--- src/srb_pkg.sv ---
// Shared types and constants of the SPI master register block.
// Used by srb_front, srb_back, spi_master_register_block, srb_checker and testbench; depends on nothing.
`timescale 1ns / 1ps
`default_nettype none

package srb_pkg;

   localparam int RING_DEPTH_DEFAULT   = 256;
   localparam int SELECT_LINES_DEFAULT = 16;
   localparam int QUEUE_DEPTH          = 2;

   localparam logic [12:0] DATA_LO_ADDR   = 13'h0060;
   localparam logic [12:0] DATA_HI_ADDR   = 13'h00ec;
   localparam logic [12:0] VENDOR_ADDR    = 13'h00f0;
   localparam logic [12:0] DATA_FIFO_ADDR = 13'h1000;

   localparam logic [1:0] FAULT_OK       = 2'd0;
   localparam logic [1:0] FAULT_UNIMPL   = 2'd1;
   localparam logic [1:0] FAULT_EEPROM   = 2'd2;
   localparam logic [1:0] FAULT_OVERFLOW = 2'd3;

   localparam logic [1:0] MODE_TXRX   = 2'd0;
   localparam logic [1:0] MODE_TX     = 2'd1;
   localparam logic [1:0] MODE_RX     = 2'd2;
   localparam logic [1:0] MODE_EEPROM = 2'd3;

   localparam logic [31:0] CTRL0_RESET  = 32'h0000_0007;
   localparam logic [31:0] STATUS_VALUE = 32'h0000_0006;
   localparam logic [7:0]  IDLE_BYTE    = 8'hff;

   typedef enum logic [1:0] {
      CL_REG    = 2'd0,
      CL_DATA   = 2'd1,
      CL_VENDOR = 2'd2
   } class_type;

   typedef enum logic [3:0] {
      RC_CTRL0   = 4'd0,
      RC_CTRL1   = 4'd1,
      RC_ENABLE  = 4'd2,
      RC_MWCR    = 4'd3,
      RC_SER     = 4'd4,
      RC_BAUD    = 4'd5,
      RC_TXFTL   = 4'd6,
      RC_RXFTL   = 4'd7,
      RC_TXFLR   = 4'd8,
      RC_RXFLR   = 4'd9,
      RC_SR      = 4'd10,
      RC_IMR     = 4'd11,
      RC_DMACR   = 4'd12,
      RC_DMARDLR = 4'd13,
      RC_NONE    = 4'd14
   } reg_code_type;

   typedef struct packed {
      logic         func;
      class_type    cls;
      reg_code_type code;
      logic [31:0]  write_data;
      logic [2:0]   nbytes;
      logic [31:0]  spi_reply;
   } item_type;

   typedef enum logic [4:0] {
      ST_IDLE    = 5'b00001,
      ST_EXEC    = 5'b00010,
      ST_RD_WAIT = 5'b00100,
      ST_RD_BYTE = 5'b01000,
      ST_DONE    = 5'b10000
   } state_type;

endpackage

`default_nettype wire

--- src/srb_front.sv ---
// Front end: takes bus requests, decodes the address and queues decoded items.
// Depends on srb_pkg.
`timescale 1ns / 1ps
`default_nettype none

module srb_front import srb_pkg::*; (
   input  wire logic        clock,
   input  wire logic        reset,
   input  wire logic        req_valid,
   output logic             req_stall,
   input  wire logic        req_func,
   input  wire logic [14:0] req_address,
   input  wire logic [31:0] req_write_data,
   input  wire logic [2:0]  req_access_size,
   input  wire logic [31:0] req_spi_reply,
   output logic             q_valid,
   input  wire logic        q_pop,
   output item_type         q_item
);

   item_type    q_mem_ff [QUEUE_DEPTH];
   logic        wptr_ff, wptr_in, rptr_ff, rptr_in;
   logic [1:0]  cnt_ff, cnt_in;
   logic [12:0] addr;
   item_type    dec;
   logic        push;

   assign addr      = req_address[12:0];
   assign req_stall = (cnt_ff == 2'(QUEUE_DEPTH));
   assign push      = req_valid && !req_stall;
   assign q_valid   = (cnt_ff != 2'd0);
   assign q_item    = q_mem_ff[rptr_ff];

   always_comb begin
      dec.func       = req_func;
      dec.write_data = req_write_data;
      dec.spi_reply  = req_spi_reply;
      dec.nbytes     = (req_access_size > 3'd4) ? 3'd4 : req_access_size;
      dec.code       = RC_NONE;
      if ((addr >= DATA_LO_ADDR && addr <= DATA_HI_ADDR) || addr >= DATA_FIFO_ADDR) begin
         dec.cls = CL_DATA;
      end else if (addr >= VENDOR_ADDR) begin
         dec.cls = CL_VENDOR;
      end else begin
         dec.cls = CL_REG;
         unique case (addr[7:0])
            8'h00:   dec.code = RC_CTRL0;
            8'h04:   dec.code = RC_CTRL1;
            8'h08:   dec.code = RC_ENABLE;
            8'h0c:   dec.code = RC_MWCR;
            8'h10:   dec.code = RC_SER;
            8'h14:   dec.code = RC_BAUD;
            8'h18:   dec.code = RC_TXFTL;
            8'h1c:   dec.code = RC_RXFTL;
            8'h20:   dec.code = RC_TXFLR;
            8'h24:   dec.code = RC_RXFLR;
            8'h28:   dec.code = RC_SR;
            8'h2c:   dec.code = RC_IMR;
            8'h4c:   dec.code = RC_DMACR;
            8'h54:   dec.code = RC_DMARDLR;
            default: dec.code = RC_NONE;
         endcase
      end
   end

   always_comb begin
      wptr_in = push ? !wptr_ff : wptr_ff;
      rptr_in = q_pop ? !rptr_ff : rptr_ff;
      cnt_in  = cnt_ff + 2'(push) - 2'(q_pop);
   end

   always_ff @(posedge clock) begin
      if (push) begin
         q_mem_ff[wptr_ff] <= dec;
      end
      if (reset) begin
         wptr_ff <= 1'b0;
         rptr_ff <= 1'b0;
         cnt_ff  <= 2'd0;
      end else begin
         wptr_ff <= wptr_in;
         rptr_ff <= rptr_in;
         cnt_ff  <= cnt_in;
      end
   end

endmodule

`default_nettype wire

--- src/srb_back.sv ---
// Back end: register file, receive ring, read sequencer and response register.
// Depends on srb_pkg; fed by srb_front.
`timescale 1ns / 1ps
`default_nettype none

module srb_back import srb_pkg::*; #(
   parameter int RING_DEPTH   = RING_DEPTH_DEFAULT,
   parameter int SELECT_LINES = SELECT_LINES_DEFAULT
) (
   input  wire logic                    clock,
   input  wire logic                    reset,
   input  wire logic                    q_valid,
   output logic                         q_pop,
   input  wire item_type                q_item,
   output logic                         rsp_valid,
   input  wire logic                    rsp_stall,
   output logic [31:0]                  rsp_read_data,
   output logic [2:0]                   rsp_sent_count,
   output logic [31:0]                  rsp_sent_bytes,
   output logic [SELECT_LINES-1:0]      rsp_select_lines_n,
   output logic [1:0]                   rsp_fault
);

   localparam int AW = (RING_DEPTH > 1) ? $clog2(RING_DEPTH) : 1;
   localparam int CW = $clog2(RING_DEPTH + 1);
   localparam int SW = CW + 1;

   logic [7:0] ring_mem [RING_DEPTH];
   logic [7:0] rdata_ff;
   logic       ring_we;
   logic [AW-1:0] ring_waddr;

   state_type  state_ff, state_in;
   item_type   cur_ff, cur_in;
   logic [31:0] acc_ff, acc_in, sent_ff, sent_in;
   logic [2:0]  nsent_ff, nsent_in;
   logic [1:0]  fault_ff, fault_in, bidx_ff, bidx_in;

   logic [31:0] ctrl0_ff, ctrl0_in, mwcr_ff, mwcr_in, ser_ff, ser_in;
   logic [31:0] baud_ff, baud_in, txftl_ff, txftl_in, rxftl_ff, rxftl_in;
   logic [31:0] dmacr_ff, dmacr_in, dmardlr_ff, dmardlr_in, imr_ff, imr_in;
   logic [15:0] ctrl1_ff, ctrl1_in;
   logic        enable_ff, enable_in, chosen_ff, chosen_in;
   logic [SELECT_LINES-1:0] sel_ff, sel_in, sel_choice;
   logic [16:0] pending_ff, pending_in;
   logic [AW-1:0] head_ff, head_in, head_next;
   logic [CW-1:0] count_ff, count_in;
   logic [7:0]  held_ff, held_in;
   logic        held_v_ff, held_v_in;

   logic        rsp_valid_ff, rsp_valid_in;
   logic [31:0] rsp_rd_ff, rsp_rd_in, rsp_sent_ff, rsp_sent_in;
   logic [2:0]  rsp_cnt_ff, rsp_cnt_in;
   logic [SELECT_LINES-1:0] rsp_sel_ff, rsp_sel_in;
   logic [1:0]  rsp_fault_ff, rsp_fault_in;

   logic [31:0] choose_src, low_bit;
   logic [SW-1:0] tail_sum;
   logic [7:0]  byte_v, reply_b;
   logic        took_ring;

   assign rsp_valid          = rsp_valid_ff;
   assign rsp_read_data      = rsp_rd_ff;
   assign rsp_sent_count     = rsp_cnt_ff;
   assign rsp_sent_bytes     = rsp_sent_ff;
   assign rsp_select_lines_n = rsp_sel_ff;
   assign rsp_fault          = rsp_fault_ff;

   // Selection picks the lowest set enable bit; a bit beyond the lines drops none.
   assign choose_src = (cur_ff.cls == CL_DATA) ? ser_ff : cur_ff.write_data;
   assign low_bit    = choose_src & (~choose_src + 32'd1);
   assign sel_choice = ~low_bit[SELECT_LINES-1:0];

   assign tail_sum   = SW'(head_ff) + SW'(count_ff);
   assign ring_waddr = (tail_sum >= SW'(RING_DEPTH)) ? AW'(tail_sum - SW'(RING_DEPTH))
                                                     : AW'(tail_sum);
   assign head_next  = (SW'(head_ff) + SW'(1) == SW'(RING_DEPTH)) ? '0 : head_ff + AW'(1);
   assign reply_b    = cur_ff.spi_reply[{nsent_ff[1:0], 3'b000} +: 8];

   always_comb begin
      state_in = state_ff;  cur_in = cur_ff;   acc_in = acc_ff;
      sent_in = sent_ff;    nsent_in = nsent_ff; fault_in = fault_ff;
      bidx_in = bidx_ff;
      ctrl0_in = ctrl0_ff;  ctrl1_in = ctrl1_ff; enable_in = enable_ff;
      mwcr_in = mwcr_ff;    ser_in = ser_ff;     baud_in = baud_ff;
      txftl_in = txftl_ff;  rxftl_in = rxftl_ff; dmacr_in = dmacr_ff;
      dmardlr_in = dmardlr_ff; imr_in = imr_ff;  chosen_in = chosen_ff;
      sel_in = sel_ff;      pending_in = pending_ff;
      head_in = head_ff;    count_in = count_ff;
      held_in = held_ff;    held_v_in = held_v_ff;
      rsp_valid_in = rsp_valid_ff && rsp_stall;
      rsp_rd_in = rsp_rd_ff; rsp_sent_in = rsp_sent_ff; rsp_cnt_in = rsp_cnt_ff;
      rsp_sel_in = rsp_sel_ff; rsp_fault_in = rsp_fault_ff;
      q_pop = 1'b0;  ring_we = 1'b0;
      byte_v = IDLE_BYTE;  took_ring = 1'b0;

      unique case (state_ff)
         ST_IDLE: begin
            if (q_valid) begin
               q_pop    = 1'b1;
               cur_in   = q_item;
               acc_in   = '0;
               sent_in  = '0;
               nsent_in = '0;
               fault_in = FAULT_OK;
               bidx_in  = '0;
               state_in = ST_EXEC;
            end
         end
         ST_EXEC: begin
            state_in = ST_DONE;
            if (cur_ff.cls == CL_DATA) begin
               if (!cur_ff.func) begin
                  if (cur_ff.nbytes != 3'd0) state_in = ST_RD_WAIT;
               end else begin
                  if (!chosen_ff) begin
                     sel_in    = sel_choice;
                     chosen_in = (ser_ff != '0);
                     if (ser_ff == '0) held_v_in = 1'b0;
                  end
                  unique case (ctrl0_ff[9:8])
                     MODE_TXRX: begin
                        nsent_in = 3'd1;
                        sent_in  = {24'd0, cur_ff.write_data[7:0]};
                        if (count_ff >= CW'(RING_DEPTH)) begin
                           fault_in = FAULT_OVERFLOW;
                        end else begin
                           ring_we  = 1'b1;
                           count_in = count_ff + CW'(1);
                        end
                     end
                     MODE_TX: begin
                        nsent_in  = 3'd1;
                        sent_in   = {24'd0, cur_ff.write_data[7:0]};
                        held_in   = cur_ff.spi_reply[7:0];
                        held_v_in = 1'b1;
                     end
                     MODE_RX: begin
                        if (pending_ff == '0) pending_in = 17'(ctrl1_ff) + 17'd1;
                     end
                     MODE_EEPROM: fault_in = FAULT_EEPROM;
                  endcase
               end
            end else if (cur_ff.cls == CL_REG) begin
               if (cur_ff.func) begin
                  unique case (cur_ff.code)
                     RC_CTRL0:   ctrl0_in = cur_ff.write_data;
                     RC_CTRL1:   ctrl1_in = cur_ff.write_data[15:0];
                     RC_ENABLE: begin
                        enable_in = cur_ff.write_data[0];
                        if (!cur_ff.write_data[0]) begin
                           head_in = '0; count_in = '0; pending_in = '0;
                        end
                     end
                     RC_MWCR:    mwcr_in = cur_ff.write_data;
                     RC_SER: begin
                        ser_in    = cur_ff.write_data;
                        sel_in    = sel_choice;
                        chosen_in = (cur_ff.write_data != '0);
                        if (cur_ff.write_data == '0) held_v_in = 1'b0;
                     end
                     RC_BAUD:    baud_in = cur_ff.write_data;
                     RC_TXFTL:   txftl_in = cur_ff.write_data;
                     RC_RXFTL:   rxftl_in = cur_ff.write_data;
                     RC_IMR:     imr_in = cur_ff.write_data;
                     RC_DMACR:   dmacr_in = cur_ff.write_data;
                     RC_DMARDLR: dmardlr_in = cur_ff.write_data;
                     default:    fault_in = FAULT_UNIMPL;
                  endcase
               end else begin
                  unique case (cur_ff.code)
                     RC_CTRL0:   acc_in = ctrl0_ff;
                     RC_CTRL1:   acc_in = 32'(ctrl1_ff);
                     RC_ENABLE:  acc_in = 32'(enable_ff);
                     RC_MWCR:    acc_in = mwcr_ff;
                     RC_SER:     acc_in = ser_ff;
                     RC_BAUD:    acc_in = baud_ff;
                     RC_TXFTL:   acc_in = txftl_ff;
                     RC_RXFTL:   acc_in = rxftl_ff;
                     RC_TXFLR:   acc_in = '0;
                     RC_RXFLR:   acc_in = 32'(count_ff) + 32'(pending_ff);
                     RC_SR:      acc_in = STATUS_VALUE;
                     RC_IMR:     acc_in = imr_ff;
                     RC_DMACR:   acc_in = dmacr_ff;
                     default:    fault_in = FAULT_UNIMPL;
                  endcase
               end
            end
         end
         ST_RD_WAIT: state_in = ST_RD_BYTE;
         ST_RD_BYTE: begin
            if (held_v_ff) begin
               byte_v    = held_ff;
               held_v_in = 1'b0;
            end else if (count_ff != '0) begin
               byte_v    = rdata_ff;
               head_in   = head_next;
               count_in  = count_ff - CW'(1);
               took_ring = 1'b1;
            end else if (chosen_ff) begin
               byte_v   = reply_b;
               sent_in[{nsent_ff[1:0], 3'b000} +: 8] = IDLE_BYTE;
               nsent_in = nsent_ff + 3'd1;
               if (pending_ff != '0) pending_in = pending_ff - 17'd1;
            end
            acc_in[{bidx_ff, 3'b000} +: 8] = byte_v;
            bidx_in = bidx_ff + 2'd1;
            // The ring read port is registered, so after a ring byte the sequencer refetches via ST_RD_WAIT.
            if ({1'b0, bidx_ff} + 3'd1 == cur_ff.nbytes) state_in = ST_DONE;
            else if (took_ring) state_in = ST_RD_WAIT;
         end
         ST_DONE: begin
            if (!rsp_valid_ff || !rsp_stall) begin
               rsp_valid_in = 1'b1;
               rsp_rd_in    = acc_ff;
               rsp_sent_in  = sent_ff;
               rsp_cnt_in   = nsent_ff;
               rsp_sel_in   = sel_ff;
               rsp_fault_in = fault_ff;
               state_in     = ST_IDLE;
            end
         end
         default: state_in = ST_IDLE;
      endcase
   end

   always_ff @(posedge clock) begin
      if (ring_we) ring_mem[ring_waddr] <= cur_ff.spi_reply[7:0];
      rdata_ff <= ring_mem[head_ff];
   end

   always_ff @(posedge clock) begin
      cur_ff <= cur_in;   acc_ff <= acc_in;   sent_ff <= sent_in;
      nsent_ff <= nsent_in; fault_ff <= fault_in; bidx_ff <= bidx_in;
      rsp_rd_ff <= rsp_rd_in; rsp_sent_ff <= rsp_sent_in; rsp_cnt_ff <= rsp_cnt_in;
      rsp_sel_ff <= rsp_sel_in; rsp_fault_ff <= rsp_fault_in;
      if (reset) begin
         state_ff <= ST_IDLE;   rsp_valid_ff <= 1'b0;
         ctrl0_ff <= CTRL0_RESET; ctrl1_ff <= '0; enable_ff <= 1'b0;
         mwcr_ff <= '0; ser_ff <= '0; baud_ff <= '0; txftl_ff <= '0;
         rxftl_ff <= '0; dmacr_ff <= '0; dmardlr_ff <= '0; imr_ff <= '0;
         chosen_ff <= 1'b0; sel_ff <= '1; pending_ff <= '0;
         head_ff <= '0; count_ff <= '0; held_ff <= '0; held_v_ff <= 1'b0;
      end else begin
         state_ff <= state_in;  rsp_valid_ff <= rsp_valid_in;
         ctrl0_ff <= ctrl0_in; ctrl1_ff <= ctrl1_in; enable_ff <= enable_in;
         mwcr_ff <= mwcr_in; ser_ff <= ser_in; baud_ff <= baud_in; txftl_ff <= txftl_in;
         rxftl_ff <= rxftl_in; dmacr_ff <= dmacr_in; dmardlr_ff <= dmardlr_in;
         imr_ff <= imr_in; chosen_ff <= chosen_in; sel_ff <= sel_in;
         pending_ff <= pending_in; head_ff <= head_in; count_ff <= count_in;
         held_ff <= held_in; held_v_ff <= held_v_in;
      end
   end

endmodule

`default_nettype wire

--- src/spi_master_register_block.sv ---
// Top level of the SPI master register block: decode front end and execute back end.
// Depends on srb_pkg, srb_front and srb_back.
//
//   port group   direction  handshake           carries
//   req_*        in         req_valid/req_stall one bus request
//   rsp_*        out        rsp_valid/rsp_stall one response per request
//
// Register accesses and data writes pass through ST_EXEC and ST_DONE to the response
// register; a data read also passes ST_RD_BYTE once per byte, with ST_RD_WAIT before it
// and after each ring byte followed by another byte, as the ring read is registered.
// The front queue holds two requests, so requests are taken while a response is stalled.
// Reset is synchronous; the receive ring contents are not cleared and need no sweep.
`timescale 1ns / 1ps
`default_nettype none

module spi_master_register_block import srb_pkg::*; #(
   parameter int RING_DEPTH   = RING_DEPTH_DEFAULT,
   parameter int SELECT_LINES = SELECT_LINES_DEFAULT
) (
   input  wire logic                    clock,
   input  wire logic                    reset,
   input  wire logic                    req_valid,
   output logic                         req_stall,
   input  wire logic                    req_func,
   input  wire logic [14:0]             req_address,
   input  wire logic [31:0]             req_write_data,
   input  wire logic [2:0]              req_access_size,
   input  wire logic [31:0]             req_spi_reply,
   output logic                         rsp_valid,
   input  wire logic                    rsp_stall,
   output logic [31:0]                  rsp_read_data,
   output logic [2:0]                   rsp_sent_count,
   output logic [31:0]                  rsp_sent_bytes,
   output logic [SELECT_LINES-1:0]      rsp_select_lines_n,
   output logic [1:0]                   rsp_fault
);

   logic     q_valid, q_pop;
   item_type q_item;

   srb_front u_front (
      .clock           (clock),
      .reset           (reset),
      .req_valid       (req_valid),
      .req_stall       (req_stall),
      .req_func        (req_func),
      .req_address     (req_address),
      .req_write_data  (req_write_data),
      .req_access_size (req_access_size),
      .req_spi_reply   (req_spi_reply),
      .q_valid         (q_valid),
      .q_pop           (q_pop),
      .q_item          (q_item)
   );

   srb_back #(
      .RING_DEPTH   (RING_DEPTH),
      .SELECT_LINES (SELECT_LINES)
   ) u_back (
      .clock              (clock),
      .reset              (reset),
      .q_valid            (q_valid),
      .q_pop              (q_pop),
      .q_item             (q_item),
      .rsp_valid          (rsp_valid),
      .rsp_stall          (rsp_stall),
      .rsp_read_data      (rsp_read_data),
      .rsp_sent_count     (rsp_sent_count),
      .rsp_sent_bytes     (rsp_sent_bytes),
      .rsp_select_lines_n (rsp_select_lines_n),
      .rsp_fault          (rsp_fault)
   );

   a_sent_count: assert property (@(posedge clock) disable iff (reset)
      rsp_valid |-> rsp_sent_count <= 3'd4)
      else $error("more than four transfers in one response");

   a_fault_zero: assert property (@(posedge clock) disable iff (reset)
      (rsp_valid && rsp_fault != FAULT_OK) |-> rsp_read_data == 32'd0)
      else $error("faulting access returned data");

   a_one_select: assert property (@(posedge clock) disable iff (reset)
      rsp_valid |-> $countones(~rsp_select_lines_n) <= 1)
      else $error("more than one chip select asserted");

   a_queue_hold: assert property (@(posedge clock) disable iff (reset)
      (q_valid && !q_pop) |=> q_valid)
      else $error("queued request lost without being taken");

endmodule

`default_nettype wire

--- config.mk ---
export PLATFORM = sky130hd
export DESIGN_NAME = spi_master_register_block
export DESIGN_NICKNAME = d
export VERILOG_FILES = /design/src/srb_pkg.sv /design/src/srb_front.sv /design/src/srb_back.sv /design/src/spi_master_register_block.sv
export SDC_FILE = /design/constraint.sdc
export NUM_CORES = 2
export LEC_CHECK = 0
export ABC_AREA = 1
export BUFFER_PORTS_ARGS = -buffer_cell sky130_fd_sc_hd__buf_2
export CAP_MARGIN = 15
export CORE_ASPECT_RATIO = 1.4
export CORE_MARGIN = 3
export CORE_UTILIZATION = 59
export CTS_BUF_LIST = sky130_fd_sc_hd__clkbuf_8
export CTS_CLUSTER_DIAMETER = 80
export CTS_CLUSTER_SIZE = 8
export DETAILED_ROUTE_END_ITERATION = 12
export HOLD_SLACK_MARGIN = 0.1
export PLACE_DENSITY_LB_ADDON = 0.15
export SYNTH_ARGS = -nofsm -noshare
export SYNTH_HDL_FRONTEND = slang
export SYNTH_SLANG_ARGS = --single-unit
--- constraint.sdc ---
create_clock -name clock -period 5.7 [get_ports clock]
set_input_delay 1.14 -clock clock [delete_from_list [all_inputs] [get_ports clock]]
set_output_delay 1.14 -clock clock [all_outputs]
set_load 0.1 [all_outputs]
### After elaboration in Yosys (flattened, before gate mapping)

Memories as Yosys holds them, arrays and structs flattened. A register that Yosys moved wholly into a read port is not among the register bits.
Cells that the tools add are included.

| storage, ports and cells | value |
|---|---|
| flip-flop bits (word level) | 499 |
| RAM bits | 2,196 |
| input port bits | 87 |
| output and inout port bits | 87 |
| word-level logic and storage cells | 320 |
| memories | 2 |

| cells by class | value |
|---|---|
| add/sub/neg operators | 17 |
| $lt $le $gt $ge | 7 |
| equality and inequality tests | 72 |
| shift-type cells | 5 |
| multiplexer cells | 125 |
| bitwise operators | 4 |
| reduce and logical (&&, ||, !) cells | 56 |

Memories:

| memory | depth | width | read ports | clocked after memory_dff | write ports | RTL line | RTL |
|---|---|---|---|---|---|---|---|
| u_back.ring_mem | 256 | 8 | 1 | 1 | 1 | srb_back.sv:28 | `logic [7:0] ring_mem [RING_DEPTH];` |
| u_front.q_mem_ff | 2 | 74 | 1 | 1 | 1 | srb_front.sv:21 | `item_type q_mem_ff [QUEUE_DEPTH];` |

Operators by type and width:

| cell | number |
|---|---|
| 32-bit one-hot mux with 13 select lines | 1 |
| 32-bit two-way mux | 10 |
| 17-bit two-way mux | 12 |
| 32-bit one-hot mux with 3 select lines | 2 |
| 16-bit two-way mux | 7 |
| 8-bit two-way mux | 13 |
| 9-bit two-way mux | 10 |
| 32-bit bitwise mux | 2 |
| 32-bit logical NOT | 2 |
| 32-bit nonzero test | 2 |
| 8-bit by 7-bit variable shift with 32-bit output (first input constant) | 2 |
| 4-bit one-hot mux with 14 select lines | 1 |
| 5-bit AND reduction | 11 |
| 5-bit two-way mux | 7 |
| 17-bit one-hot mux with 2 select lines | 1 |
| 8-bit by 5-bit equality test with 1-bit output (second input constant) | 4 |
| 8-bit by 6-bit equality test with 1-bit output (second input constant) | 4 |
| 16-bit inverter | 2 |
| 32-bit by 6-bit indexed part select with 8-bit output | 1 |
| 8-bit by 7-bit indexed part select with 32-bit output | 1 |
| 8-bit by 7-bit indexed part select with 32-bit output (first input constant) | 1 |
| 1-bit two-way mux | 31 |
| 5-bit one-hot mux with 5 select lines | 1 |
| 4-bit equality test (second input constant) | 6 |
| 77 further kinds | 152 |

### Longest topological paths before layout

| logic depth | value |
|---|---|
| depth after elaboration | 10 |
| depth in mapped cells | 16 |
| depth with buffers taken out | 15 |

### Modules after synthesis

Synthesis repeated with hierarchy kept, for this count alone.

| unflattened totals | value |
|---|---|
| cell total of the unflattened synthesis | 10,685 |
| area total of the unflattened synthesis | 115,240.5 um^2 |

By module, submodules not included:

| module | instances | cells an instance | area each (um^2) | seq. area each (um^2) |
|---|---|---|---|---|
| srb_back | 1 | 10,347 | 109,318.6 | 75,352.3 |
| srb_front | 1 | 338 | 5,921.9 | 4,544.4 |

### Worst setup path after synthesis

Ideal clock, no wire load.

| timing | value |
|---|---|
| path type | input port to flip-flop |
| from | input port rsp_stall |
| to | register u_front.cnt_ff[1] |
| setup time | 0.070 ns |
| arrival time | 5.845 ns |
| required time | 5.630 ns |
| setup slack | -0.215 ns |
| cell stages on the path | 11 |
| path buffers | 0 |
| path through | nand2_1 nor2_1 nor2_1 nand2_1 nor2_1 ha_1 inv_1 ha_1 xor2_1 o21ai_0 a21oi_1 |

RTL lines:

| element | RTL line | RTL |
|---|---|---|
| start, declared | spi_master_register_block.sv:30 | `input wire logic rsp_stall,` |
| end signal, assigned | srb_front.sv:83 | `cnt_ff <= cnt_in;` |
| end, declared | srb_front.sv:23 | `logic [1:0] cnt_ff, cnt_in;` |

==> results by group <==
Run status
  – Outcome: finished clean

Die
  – Die area: 202000 um^2
  – DIE HEIGHT: 530.6 um
  – IO Pins: 174
  – Row Count: 191
  – Initial Utilization: 59.63%
  – Core area: 194500 um^2
  – Die X: 380.7 um

STA
  – Min Tclk post-route: 4.233 ns
  – Final Hold Viols: 0
  – RSZ-0062 raised after global routing: false
  – Setup tns final: 0 ns
  – Worst Skew: 0.06388 ns
  – Slew margin rel.: 15.67%
  – Post-route worst setup slack: 1.467 ns
  – Slew Limit Fails: 0
  – Maximum clock rate: 236.2 MHz
  – Final worst path period share: 74.26%
  – Worst-margin pin slew: 1.260 ns
  – Setup violators final: 0

Route
  – Drt total wl: 322000 um
  – Iteration-0 DRC Markers: 8466
  – Routed Antenna Nets: 0
  – TritonRoute pass-1 iters: 8
  – Via count: 80900
  – Residual DRC: 0
  – DR vias/cell: 5.943
  – WL/cell: 23.65 um

Global routing
  – Initial antenna violation count: 13
  – GRT Overall Usage: 31.23%
  – Vias in the first global route: 78040
  – Gr ovfl total: 0
  – First-pass GRT wire length: 478200 um
  – Largest net degree at the start of global routing: 218

Clock network
  – Clock sink total: 2777
  – CTS Buf Count: 389
  – Hold buffer count at cts: 0
  – Post-cts sizing count: 0
  – Worst-path clk slew: 0.07 ns
  – CTS root buffer: clkbuf_8
  – Clk_lat worst skew: 1.00 ns
  – Setup bufs post-CTS: 0
  – Clk buf depth: 4
  – H-tree lvl count: 5
  – CTS tree: done

Synth
  – Post-synthesis cell count: 10910
  – Yosys cell types: 60
  – Ys Warns: 0
  – Syn avg cell area: 10.64 um^2
  – Mapped cell area: 116000 um^2
  – Net Count, Synth: 11030
  – FF+latch count, synth: 2777
  – Sequential area share after synthesis: 68.86%

Flow run
  – Max cap viols: 0

Power and ir drop
  – Pleak: 46.09 nW
  – Pwr per Cell Area: 422.3 nW/um^2
  – Worst VDD drop: 0.0004097 V

Setup path
  – Crit. Startpoint: u_back.head_ff[0]$_SDFFE_PP0P_
  – Kind of critical path: reg2reg
  – Critical path required time: 6.59 ns
  – R2R Path Start: u_back.head_ff[0]$_SDFFE_PP0P_
  – R2R cell count: 13
  – Crit start category: flop
  – Worst setup EP type: flop
  – Crit-path max FO: 97
  – FF-to-FF setup slack: 1.47 ns
  – Critical register-to-register path endpoint: u_back.rdata_ff[0]$_DFF_P_
  – CP Data Arrival Time: 5.12 ns
  – CP endpoint: u_back.rdata_ff[0]$_DFF_P_

Cells and area
  – Multi-input gate area: 31310 um^2
  – Nets: 11040
  – Layout Utilization: 63.87%
  – Area delta synth->final: 7.109%
  – Reg area: 79890 um^2
  – Finished Cell Area: 124200 um^2
  – Layout cells sized above 1: 8.112%
  – Fillers: 15290

Hold path
  – HP Class: in2reg

Place
  – Area post-placement: 118400 um^2
  – PortBufs: 171
  – Detailed Place HPWL: 193200 um
  – GPL Wtd Cong: 0.9723
  – Dpl ws: 1.535 ns
-- synthesized netlist by cell type (all sizes together) --
| cell | instances | area, um^2 |
|---|---|---|
| nand3b | 3 | 22.52 |
| xnor2 | 9 | 86.34 |
| nor2 | 1021 | 4099 |
| clkbuf | 311 | 1174 |
| or2 | 10 | 62.56 |
| nand4 | 55 | 362.9 |
| inv | 489 | 1841 |
| a22o | 5 | 43.79 |
| a32oi | 1 | 8.760 |
| o31ai | 5 | 37.54 |
| o2111ai | 5 | 43.79 |
| fa | 2 | 40.04 |
| nand2 | 3036 | 11550 |
| edfxtp | 2426 | 72850 |
| o21bai | 1 | 18.77 |
| a2111oi | 2 | 17.52 |
| nor3b | 3 | 22.52 |
| nor4 | 8 | 50.05 |
| o21a | 2 | 15.01 |
| buf | 362 | 1852 |
| o22ai | 7 | 43.79 |
| dfxtp | 351 | 7027 |
| nor3 | 51 | 317.8 |
| and3 | 1 | 6.260 |
| a32o | 1 | 10.01 |
| a21o | 2 | 15.01 |
| nand3 | 1566 | 7858 |
| a22oi | 2 | 15.01 |
| o211ai | 66 | 495.5 |
| a211oi | 6 | 45.04 |
| a21oi | 347 | 1774 |
| o21ai | 645 | 3228 |
| a31oi | 6 | 37.54 |
| xor2 | 18 | 202.7 |
| o221ai | 7 | 61.31 |
| ha | 34 | 425.4 |
| clkinv | 22 | 82.58 |
| a221oi | 18 | 157.7 |
-- cells in the final DEF (no fill, tap or decap), drive strengths merged, types with 2 or more instances in the layout --
cell type  synthesis  layout
o21ai            645     645
o211ai            66      66
o21a               2       2
nand3           1566    1566
nor3              51      51
xnor2              9       9
o221ai             7       7
o31ai              5       5
fa                 2       2
or2               10      10
a22oi              2       2
a21o               2       2
clkbuf           311     391
a21oi            347     347
nand3b             3       3
xor2              18      18
a221oi            18      18
nor3b              3       3
nand4             55      55
clkinvlp           0       4
inv              489     561
clkinv            22      24
edfxtp          2426    2426
a211oi             6       6
diode              0      12
nor4               8       8
a2111oi            2       2
a22o               5       5
nand2           3036    3036
buf              362     294
o22ai              7       7
a31oi              6       6
ha                34      34
nor2            1021    1021
dfxtp            351     351
o2111ai            5       5
-- worst min-delay path by stage --
stage	cells after the start	start	to	slack [ns]
after detailed placement	0	u_back.sel_ff[6]$_SDFFE_PP1P_	u_back.rsp_select_lines_n[6]$_DFFE_PP_	0.42
after CTS	1	req_spi_reply[24]	u_front.q_mem_ff[0][24]$_DFFE_PP_	0.28
after global placement	0	u_back.sel_ff[6]$_SDFFE_PP1P_	u_back.rsp_select_lines_n[6]$_DFFE_PP_	0.42
after floorplan	0	u_back.fault_ff[0]$_SDFFCE_PN0P_	u_back.rsp_fault[0]$_DFFE_PP_	0.40
after global routing	1	req_write_data[11]	u_front.q_mem_ff[1][46]$_DFFE_PP_	0.31
final	1	req_spi_reply[24]	u_front.q_mem_ff[1][24]$_DFFE_PP_	0.35
-- power breakdown --
group	switching (W)	internal [W]
sequential	0.000849	0.0257
clock	0.00698	0.00616
combinational	0.0104	0.00244
total	0.0182	0.0343
-- registers in the layout, indices dropped and copies added (netlist names), 9 cells and up --
signal and cells:
u_back.sel_ff 16, u_back.sent_ff 32, u_back.pending_ff 17, u_back.ring_mem 2048
u_back.txftl_ff 32, u_back.rsp_select_lines_n 16, u_back.count_ff 9, u_back.cur_ff 74
u_back.acc_ff 32, u_back.ser_ff 32, u_back.rsp_sent_bytes 32, u_back.rsp_read_data 32
u_back.imr_ff 32, u_back.ctrl0_ff 32, u_back.ctrl1_ff 16, u_back.dmacr_ff 32
u_back.rxftl_ff 32, u_back.baud_ff 32, u_back.mwcr_ff 32, u_front.q_mem_ff 148
-- area by class of cell --
cell class / count / share of cell area [%]
Sequential cell: 2777 / 64.30
Multi-Input combinational cell: 6945 / 25.20
Clock buffer: 391 / 4.331
Tap cell: 2605 / 2.623
Timing Repair Buffer: 294 / 1.633
Inverter: 511 / 1.572
Clock inverter: 78 / 0.3162
Antenna cell: 12 / 0.02417
-- per-stage QoR --
step | instances | hold WS [ns] | power (W)
after floorplan | 10910 | 0.4003 | 0.03435
after global placement | 13130 | 0.4171 | 0.03921
after detailed placement | 13130 | 0.4166 | 0.03951
after CTS | 13600 | 0.2787 | 0.05247
after global routing | 13610 | 0.3077 | 0.05445
final | 13610 | 0.3486 | 0.05247
-- metal layers --
layer	routed length (um)	vias up	track usage, %
met4	24200	8	21.10
li1	-	37310	-
met5	52	-	0
met3	24980	936	5.275
met2	156400	3874	51.87
met1	116300	38770	37.69
-- kinds of logic (layout without fill, tap and decap cells) --
kind of cell    Yosys count  after routing  share of synthesized area (%)
buf+inv                1184           1274                          4.266
other cells               0             12                              0
xor+xnor                 27             27                         0.2492
compound gates         1128           1128                          5.231
simple gates           5754           5754                          20.99
flops                  2777           2777                          68.86
fa+ha+maj                36             36                         0.4012
-- critical path, stage by stage (launching register included) --
cell,delay [ns]
dfxtp_4,0.76
buf_4,0.76
buf_4,0.93
nand2_1,0.15
nand3_1,0.14
nand3_1,0.09
nand3_1,0.15
nand2_1,0.18
nand2_1,0.11
nand2_1,0.07
nor2_1,0.42
nand2_1,0.11
nand3_1,0.10
nand2_1,0.06
Note: power is estimated with default switching activity, not from simulation.
